`config.mk`:
```
export PLATFORM = sky130hd
export DESIGN_NAME = websocket_frame_deframer
export DESIGN_NICKNAME = d
export VERILOG_FILES = /design/src/design/wsdf_pkg.sv /design/src/design/websocket_frame_deframer.sv
export SDC_FILE = /design/constraint.sdc
export NUM_CORES = 1
export LEC_CHECK = 0
export ABC_CLOCK_PERIOD_IN_PS = 3970
export BUFFER_PORTS_ARGS = -buffer_cell sky130_fd_sc_hd__buf_2
export CAP_MARGIN = 10
export CORE_ASPECT_RATIO = 1.1
export CORE_MARGIN = 2
export CORE_UTILIZATION = 55
export DETAILED_ROUTE_END_ITERATION = 8
export PLACE_DENSITY = 0.72
export SETUP_SLACK_MARGIN = 0.05
export SLEW_MARGIN = 10
export SYNTH_ARGS = -nofsm -noshare
export SYNTH_HDL_FRONTEND = slang
export SYNTH_SLANG_ARGS = --single-unit
```
`constraint.sdc`:
```
create_clock -name clk -period 3.97 [get_ports clk]
set_clock_uncertainty 0.15 [all_clocks]
set_input_delay 0.397 -clock clk [delete_from_list [all_inputs] [get_ports clk]]
set_output_delay 0.397 -clock clk [all_outputs]
set_load 0.01 [all_outputs]
```
`src/design/wsdf_pkg.sv`:
```
// Package for the WebSocket frame deframer: phase codes, opcodes, status codes
// and header field constants.
// No dependencies; used by websocket_frame_deframer.
package wsdf_pkg;

    localparam int LEN_BITS_DEF = 63;

    localparam logic [2:0] PH_HDR0 = 3'd0;
    localparam logic [2:0] PH_HDR1 = 3'd1;
    localparam logic [2:0] PH_EXT  = 3'd2;
    localparam logic [2:0] PH_KEY  = 3'd3;
    localparam logic [2:0] PH_DATA = 3'd4;

    localparam logic [3:0] OP_TEXT   = 4'h1;
    localparam logic [3:0] OP_BINARY = 4'h2;
    localparam logic [3:0] OP_CLOSE  = 4'h8;

    localparam logic [1:0] ST_OK     = 2'd0;
    localparam logic [1:0] ST_CLOSED = 2'd1;
    localparam logic [1:0] ST_ERROR  = 2'd2;

    localparam logic [7:0] OPCODE_MASK = 8'h0f;
    localparam logic [7:0] MASK_BIT    = 8'h80;
    localparam logic [7:0] LEN7_MASK   = 8'h7f;
    localparam logic [6:0] LEN7_EXT16  = 7'd126;
    localparam logic [6:0] LEN7_EXT64  = 7'd127;

    localparam logic [2:0] EXT16_BYTES = 3'd2;
    // Eight extension bytes wrap to zero in the 3-bit counter; the first
    // decrement brings it to seven.
    localparam logic [2:0] EXT64_BYTES = 3'd0;
    localparam logic [2:0] KEY_BYTES   = 3'd4;

endpackage

```
`src/design/websocket_frame_deframer.sv`:
```
// Path: an accepted input word is held in the input register, and its result is loaded
// into the result register when the word advances (the result register is free or drained).
// Throughput: one word per cycle, sustained while m_tready stays high; the
// header, extended length and key are parsed in the same single pass.
// Reset (rst_n low, asynchronous) returns the parser to header byte zero and
// clears the stopped flag and both valid registers.
module websocket_frame_deframer #(
    parameter int LEN_BITS = wsdf_pkg::LEN_BITS_DEF
) (
    input  logic       clk,
    input  logic       rst_n,
    input  logic       s_tvalid,
    output logic       s_tready,
    input  logic [7:0] s_tdata,   // [7:0] in_byte
    output logic       m_tvalid,
    input  logic       m_tready,
    output logic [7:0] m_tdata,   // [7:0] out_byte
    output logic       m_tlast,   // frame_end
    output logic [6:0] m_tuser    // [3:0] frame_opcode, [4] byte_valid, [6:5] status
);

    logic                in_valid_reg, in_valid_next;
    logic [7:0]          in_byte_reg;

    logic [2:0]          phase_reg, phase_next;
    logic [3:0]          cur_opcode_reg, cur_opcode_next;
    logic [LEN_BITS-1:0] remaining_len_reg, remaining_len_next;
    logic [2:0]          ext_byte_count_reg, ext_byte_count_next;
    logic [31:0]         mask_key_reg, mask_key_next;
    logic [1:0]          mask_pos_reg, mask_pos_next;
    logic                stopped_reg, stopped_next;

    logic                out_valid_reg, out_valid_next;
    logic [7:0]          out_byte_reg, out_byte_next;
    logic [3:0]          out_opcode_reg, out_opcode_next;
    logic                out_bvalid_reg, out_bvalid_next;
    logic                out_end_reg, out_end_next;
    logic [1:0]          out_status_reg, out_status_next;

    logic                advance;
    logic                s_accept;
    logic                is_data;
    logic                emit;
    logic [7:0]          key_byte;
    logic [LEN_BITS-1:0] len_dec;
    logic [2:0]          ext_dec;
    logic [2:0]          key_inc;

    assign advance  = in_valid_reg && (!out_valid_reg || m_tready);
    assign s_tready = !in_valid_reg || advance;
    assign s_accept = s_tvalid && s_tready;

    assign is_data  = (cur_opcode_reg == wsdf_pkg::OP_TEXT) ||
                      (cur_opcode_reg == wsdf_pkg::OP_BINARY);
    // Key byte zero sits in bits 31..24, so position p selects byte 3 - p.
    assign key_byte = mask_key_reg[{~mask_pos_reg, 3'b000} +: 8];
    assign len_dec  = remaining_len_reg - LEN_BITS'(1);
    assign ext_dec  = ext_byte_count_reg - 3'd1;
    assign key_inc  = ext_byte_count_reg + 3'd1;

    always_comb
    begin
        phase_next          = phase_reg;
        cur_opcode_next     = cur_opcode_reg;
        remaining_len_next  = remaining_len_reg;
        ext_byte_count_next = ext_byte_count_reg;
        mask_key_next       = mask_key_reg;
        mask_pos_next       = mask_pos_reg;
        stopped_next        = stopped_reg;
        emit                = 1'b0;
        out_byte_next       = 8'd0;
        out_bvalid_next     = 1'b0;
        out_end_next        = 1'b0;
        out_status_next     = wsdf_pkg::ST_OK;
        out_opcode_next     = cur_opcode_reg;

        if (advance && !stopped_reg)
        begin
            case (phase_reg)
                wsdf_pkg::PH_HDR1:
                begin
                    if ((in_byte_reg & wsdf_pkg::MASK_BIT) == 8'd0)
                    begin
                        stopped_next    = 1'b1;
                        phase_next      = wsdf_pkg::PH_HDR0;
                        emit            = 1'b1;
                        out_end_next    = 1'b1;
                        out_status_next = wsdf_pkg::ST_ERROR;
                    end
                    else
                    begin
                        remaining_len_next  = '0;
                        ext_byte_count_next = 3'd0;
                        mask_key_next       = 32'd0;
                        mask_pos_next       = 2'd0;
                        if (in_byte_reg[6:0] == wsdf_pkg::LEN7_EXT16)
                        begin
                            ext_byte_count_next = wsdf_pkg::EXT16_BYTES;
                            phase_next          = wsdf_pkg::PH_EXT;
                        end
                        else if (in_byte_reg[6:0] == wsdf_pkg::LEN7_EXT64)
                        begin
                            ext_byte_count_next = wsdf_pkg::EXT64_BYTES;
                            phase_next          = wsdf_pkg::PH_EXT;
                        end
                        else
                        begin
                            remaining_len_next = LEN_BITS'(in_byte_reg & wsdf_pkg::LEN7_MASK);
                            phase_next         = wsdf_pkg::PH_KEY;
                        end
                    end
                end
                wsdf_pkg::PH_EXT:
                begin
                    // Length bits shifted out above LEN_BITS are dropped.
                    remaining_len_next  = {remaining_len_reg[LEN_BITS-9:0], in_byte_reg};
                    ext_byte_count_next = ext_dec;
                    if (ext_dec == 3'd0)
                    begin
                        phase_next = wsdf_pkg::PH_KEY;
                    end
                end
                wsdf_pkg::PH_KEY:
                begin
                    mask_key_next       = {mask_key_reg[23:0], in_byte_reg};
                    ext_byte_count_next = key_inc;
                    if (key_inc >= wsdf_pkg::KEY_BYTES)
                    begin
                        ext_byte_count_next = 3'd0;
                        mask_pos_next       = 2'd0;
                        if (remaining_len_reg == '0)
                        begin
                            phase_next = wsdf_pkg::PH_HDR0;
                            if (cur_opcode_reg == wsdf_pkg::OP_CLOSE)
                            begin
                                stopped_next    = 1'b1;
                                emit            = 1'b1;
                                out_end_next    = 1'b1;
                                out_status_next = wsdf_pkg::ST_CLOSED;
                            end
                            else if (is_data)
                            begin
                                emit         = 1'b1;
                                out_end_next = 1'b1;
                            end
                        end
                        else
                        begin
                            phase_next = wsdf_pkg::PH_DATA;
                        end
                    end
                end
                wsdf_pkg::PH_DATA:
                begin
                    mask_pos_next      = mask_pos_reg + 2'd1;
                    remaining_len_next = len_dec;
                    if (len_dec == '0)
                    begin
                        phase_next = wsdf_pkg::PH_HDR0;
                        if (is_data)
                        begin
                            emit            = 1'b1;
                            out_byte_next   = in_byte_reg ^ key_byte;
                            out_bvalid_next = 1'b1;
                            out_end_next    = 1'b1;
                        end
                        else if (cur_opcode_reg == wsdf_pkg::OP_CLOSE)
                        begin
                            stopped_next    = 1'b1;
                            emit            = 1'b1;
                            out_end_next    = 1'b1;
                            out_status_next = wsdf_pkg::ST_CLOSED;
                        end
                    end
                    else if (is_data)
                    begin
                        emit            = 1'b1;
                        out_byte_next   = in_byte_reg ^ key_byte;
                        out_bvalid_next = 1'b1;
                    end
                end
                default:
                begin
                    cur_opcode_next = 4'(in_byte_reg & wsdf_pkg::OPCODE_MASK);
                    phase_next      = wsdf_pkg::PH_HDR1;
                end
            endcase
        end
    end

    always_comb
    begin
        if (advance)
        begin
            out_valid_next = emit;
        end
        else if (m_tready)
        begin
            out_valid_next = 1'b0;
        end
        else
        begin
            out_valid_next = out_valid_reg;
        end

        if (s_accept)
        begin
            in_valid_next = 1'b1;
        end
        else if (advance)
        begin
            in_valid_next = 1'b0;
        end
        else
        begin
            in_valid_next = in_valid_reg;
        end
    end

    always_ff @(posedge clk or negedge rst_n)
    begin
        if (!rst_n)
        begin
            in_valid_reg       <= 1'b0;
            out_valid_reg      <= 1'b0;
            phase_reg          <= wsdf_pkg::PH_HDR0;
            cur_opcode_reg     <= 4'd0;
            remaining_len_reg  <= '0;
            ext_byte_count_reg <= 3'd0;
            mask_key_reg       <= 32'd0;
            mask_pos_reg       <= 2'd0;
            stopped_reg        <= 1'b0;
        end
        else
        begin
            in_valid_reg       <= in_valid_next;
            out_valid_reg      <= out_valid_next;
            phase_reg          <= phase_next;
            cur_opcode_reg     <= cur_opcode_next;
            remaining_len_reg  <= remaining_len_next;
            ext_byte_count_reg <= ext_byte_count_next;
            mask_key_reg       <= mask_key_next;
            mask_pos_reg       <= mask_pos_next;
            stopped_reg        <= stopped_next;
        end
    end

    always_ff @(posedge clk)
    begin
        if (s_accept)
        begin
            in_byte_reg <= s_tdata;
        end
        if (advance)
        begin
            out_byte_reg   <= out_byte_next;
            out_opcode_reg <= out_opcode_next;
            out_bvalid_reg <= out_bvalid_next;
            out_end_reg    <= out_end_next;
            out_status_reg <= out_status_next;
        end
    end

    assign m_tvalid = out_valid_reg;
    assign m_tdata  = out_byte_reg;
    assign m_tlast  = out_end_reg;
    assign m_tuser  = {out_status_reg, out_bvalid_reg, out_opcode_reg};

`ifndef NO_ASSERTIONS
    // A payload word is only ever delivered with an ok status.
    assert property (@(posedge clk) disable iff (!rst_n)
        (m_tvalid && m_tuser[4]) |-> (m_tuser[6:5] == wsdf_pkg::ST_OK))
        else $error("payload word carries a non-ok status");

    // Closed and error reports always end the frame.
    assert property (@(posedge clk) disable iff (!rst_n)
        (m_tvalid && (m_tuser[6:5] != wsdf_pkg::ST_OK)) |-> m_tlast)
        else $error("status report without frame end");

    // Stopping is always announced by a status word loaded at the same edge.
    assert property (@(posedge clk) disable iff (!rst_n)
        $rose(stopped_reg) |-> (m_tvalid && (m_tuser[6:5] != wsdf_pkg::ST_OK)))
        else $error("block stopped without reporting a status");

    // The payload phase is entered and kept only with bytes still to come.
    assert property (@(posedge clk) disable iff (!rst_n)
        (phase_reg == wsdf_pkg::PH_DATA) |-> (remaining_len_reg != '0))
        else $error("payload phase with zero remaining length");
`endif

endmodule

```
==> flow_summary.yaml <==
status:
  status: "completed"
critical_path:
  worst-path-max-fanout: 16
  r2r_slack_ns: 0.14
  cp-start-kind: "register"
  rr_worst_depth: 10
  worst_ep_required_time_ns: 4.12
  arrival_ns: 3.98
  worstReg2RegStart: "remaining_len_reg[22]"
  crit_type: "register to register"
  r2r-end: "m_tlast"
  end_kind: "register"
final_layout:
  n_antenna_cell: 0
  drive_gt1_frac: 0.186
  largest_reg_flops: 63
  layout_commonest_cell: "o21ai_0"
  nets: 1052
  final_core_util: 0.656
  areaGrowthSynthToFinish_pct: 16.1
  final_cell_mix: "o21ai_0 (130), nor2_1 (110), dfrtp_1 (110), buf_4 (72), a21oi_1 (59)"
power_and_ir_drop:
  p_leak_nw: 3.99
  power_density_nw_per_um2: 410
  vdd_drop_max_mv: 0.297
timing:
  period_share: 0.964
  max_slew.worst_pin.slew_ns: 0.651
  min_period_ns: 3.83
  finalSetupViolations: 0
  finalHoldViolCount: 0
  slew_violations: 0
  fin_tns_setup_ns: 0
  relSlewSlack: 0.562
  holdWs_ns: 0.00573
  clock.fmax_ghz: 0.261
  rsz0062_at_grt: "no"
synthesis:
  ys.flop_type: "dfrtp_1"
  syn_nets: 1004
  ys_ff_latch: 134
  yosysSeqAreaShare: 0.405
  synth_edf_count: 24
  yosysTopAreaCell: "dfrtp_1"
  yosys.area.top_type_share: 0.321
  synth_cell_type_count: 76
  avgSynthCellArea_sq_um: 8.68
  netlist_instances: 987
  synth.cell_area_sq_um: 8570
  synth_area_leaders: "dfrtp_1 (32%), edfxtp_1 (8.4%), o21ai_0 (7.6%), nor2_1 (4.9%), a22o_1 (3.5%)"
  postSynth.asyncResetShare: 0.821
  ys_warn_count: 0
detailed_routing:
  wl_per_cell_microns: 21.5
  totalWireLength_microns: 26800
  drc_errors: 0
  drt-initial-drc-count: 1031
  firstDrtPassIters: 5
  viasPerCell: 6.78
  vias: 8439
  ant_nets: 0
min_path:
  hp-start: "s_tdata[0]"
  hold_class: "input port to register"
  min_delay_worst_endpoint: "in_byte_reg[0]"
  hold_depth: 1
floorplan:
  start_util: 0.565
  die_area_sq_um: 16600
  die_h_microns: 135
  num_rows: 47
  dieWidth_microns: 123
  io_pins: 30
  core_sq_um: 15200
cts:
  numCtsBuffers: 17
  cts.sinks: 134
  path_clk_slew_ns: 0.06
  cts_root_buf: "clkbuf_16"
  clk_latency_ns: 0.43
  cts_tree: "built"
  clk_path_buf_depth: 2
  cts-htree-levels: 4
placement:
  gp_congestion: 1.08
  port_buffers: 29
  dp_hpwl_microns: 18300
global_routing:
  antenna_found_initial: 0
  grt_usage: 0.333
  grt_pass1_vias: 7892
  grt_max_degree: 127
  grt-ovfl-total: 0
  grt_pass1_wl_microns: 42800
run:
  max_cap_viol_count: 0
-- worst max-delay path by stage --
stage | startpoint | endpoint | slack, ns | depth (start not counted)
floorplan | remaining_len_reg[0] | m_tlast | 0.43 | 12
global placement | remaining_len_reg[41] | m_tlast | 0.21 | 9
detailed placement | remaining_len_reg[41] | m_tlast | 0.22 | 9
CTS | remaining_len_reg[41] | m_tlast | 0.13 | 9
global route | remaining_len_reg[10] | m_tlast | 0.01 | 12
finish | remaining_len_reg[22] | m_tlast | 0.14 | 10
-- Yosys cell counts (4+ instances only) --
master,number
nand3_1,25
buf_1,4
a22oi_1,23
or4_1,11
nor4_2,4
nor2_1,111
or2_2,8
nor4_1,40
and3_1,5
xnor2_1,28
a22o_1,34
nor3_1,40
xor2_1,11
clkbuf_1,73
ha_1,5
o21ai_0,131
or3_1,7
inv_1,18
a211oi_1,7
dfrtp_1,110
o2111ai_1,4
o22ai_1,5
edfxtp_1,24
a31oi_1,8
nand2_1,46
a21oi_1,59
mux2_2,4
nor2b_1,8
mux4_2,8
a32oi_1,16
nand4_1,24
nor4b_1,4
nand2b_1,10
a31o_2,4
and2_1,4
-- cell type report --
type                    count  area, sq um
flip-flops and latches    134         3470
clock buffers              19          454
well taps                 196          245
fillers                  1266         5220
clock inverters            13         95.1
repair buffers            110          811
inverters                  18         67.6
multi-input cells         754         4800
-- what timing repair did --
item | in CTS | in global routing
gates resized for setup | 0 | 12
buffers inserted | 0 | 0
endpoints found under the setup margin | 0 | 4
hold buffers | 7 | 0
endpoints found under the hold margin | 52 | 0
-- layer usage --
layer,vias to the layer above,global-route usage,routed length (microns)
li1,3834,-,-
met1,4053,0.442,11100
met2,460,0.538,12800
met3,92,0.0604,1990
met4,0,0.132,915
met5,-,0,0
-- cell families (layout without fill, tap and decap cells) --
logic type | after synthesis | count (layout) | share of synthesized area
XOR/XNOR | 39 | 39 | 0.0399
adder cells (fa/ha/maj) | 5 | 5 | 0.00730
buffers and inverters | 99 | 160 | 0.0453
AND/OR/NAND/NOR | 384 | 384 | 0.247
flip-flops | 134 | 134 | 0.405
multiplexers | 13 | 13 | 0.0274
AO/OA/AOI/OAI | 313 | 313 | 0.228
-- through the flow --
step                      std cells  cell area (sq um)  power (mW)  setup slack [ns]
after floorplan                 987               8570        2.20             0.430
after CTS                      1244               9890        4.05             0.132
final                          1244               9950        4.08             0.142
after global placement         1205               9270        2.56             0.212
after detailed placement       1205               9270        2.56             0.219
after global routing           1244               9950        4.24            0.0122
-- critical path, cell delays in order (launching register included) --
cell,delay (ns)
dfrtp_1,0.42
or4_1,0.65
or2_2,0.39
nor3_4,0.21
buf_4,0.26
a31o_2,0.18
nand3_1,0.12
nor4bb_1,0.32
nand4b_1,0.31
or4_4,0.58
nand2_1,0.10
-- report_power, final --
group          switching [mW]  total, mW  leakage, nW  internal, mW
registers               0.190       1.68         1.73          1.49
clock network           0.650       1.49        0.263         0.840
logic                   0.551      0.909         2.00         0.358
total                    1.39       4.08         3.99          2.69
Power figures use the tool's default switching activity.
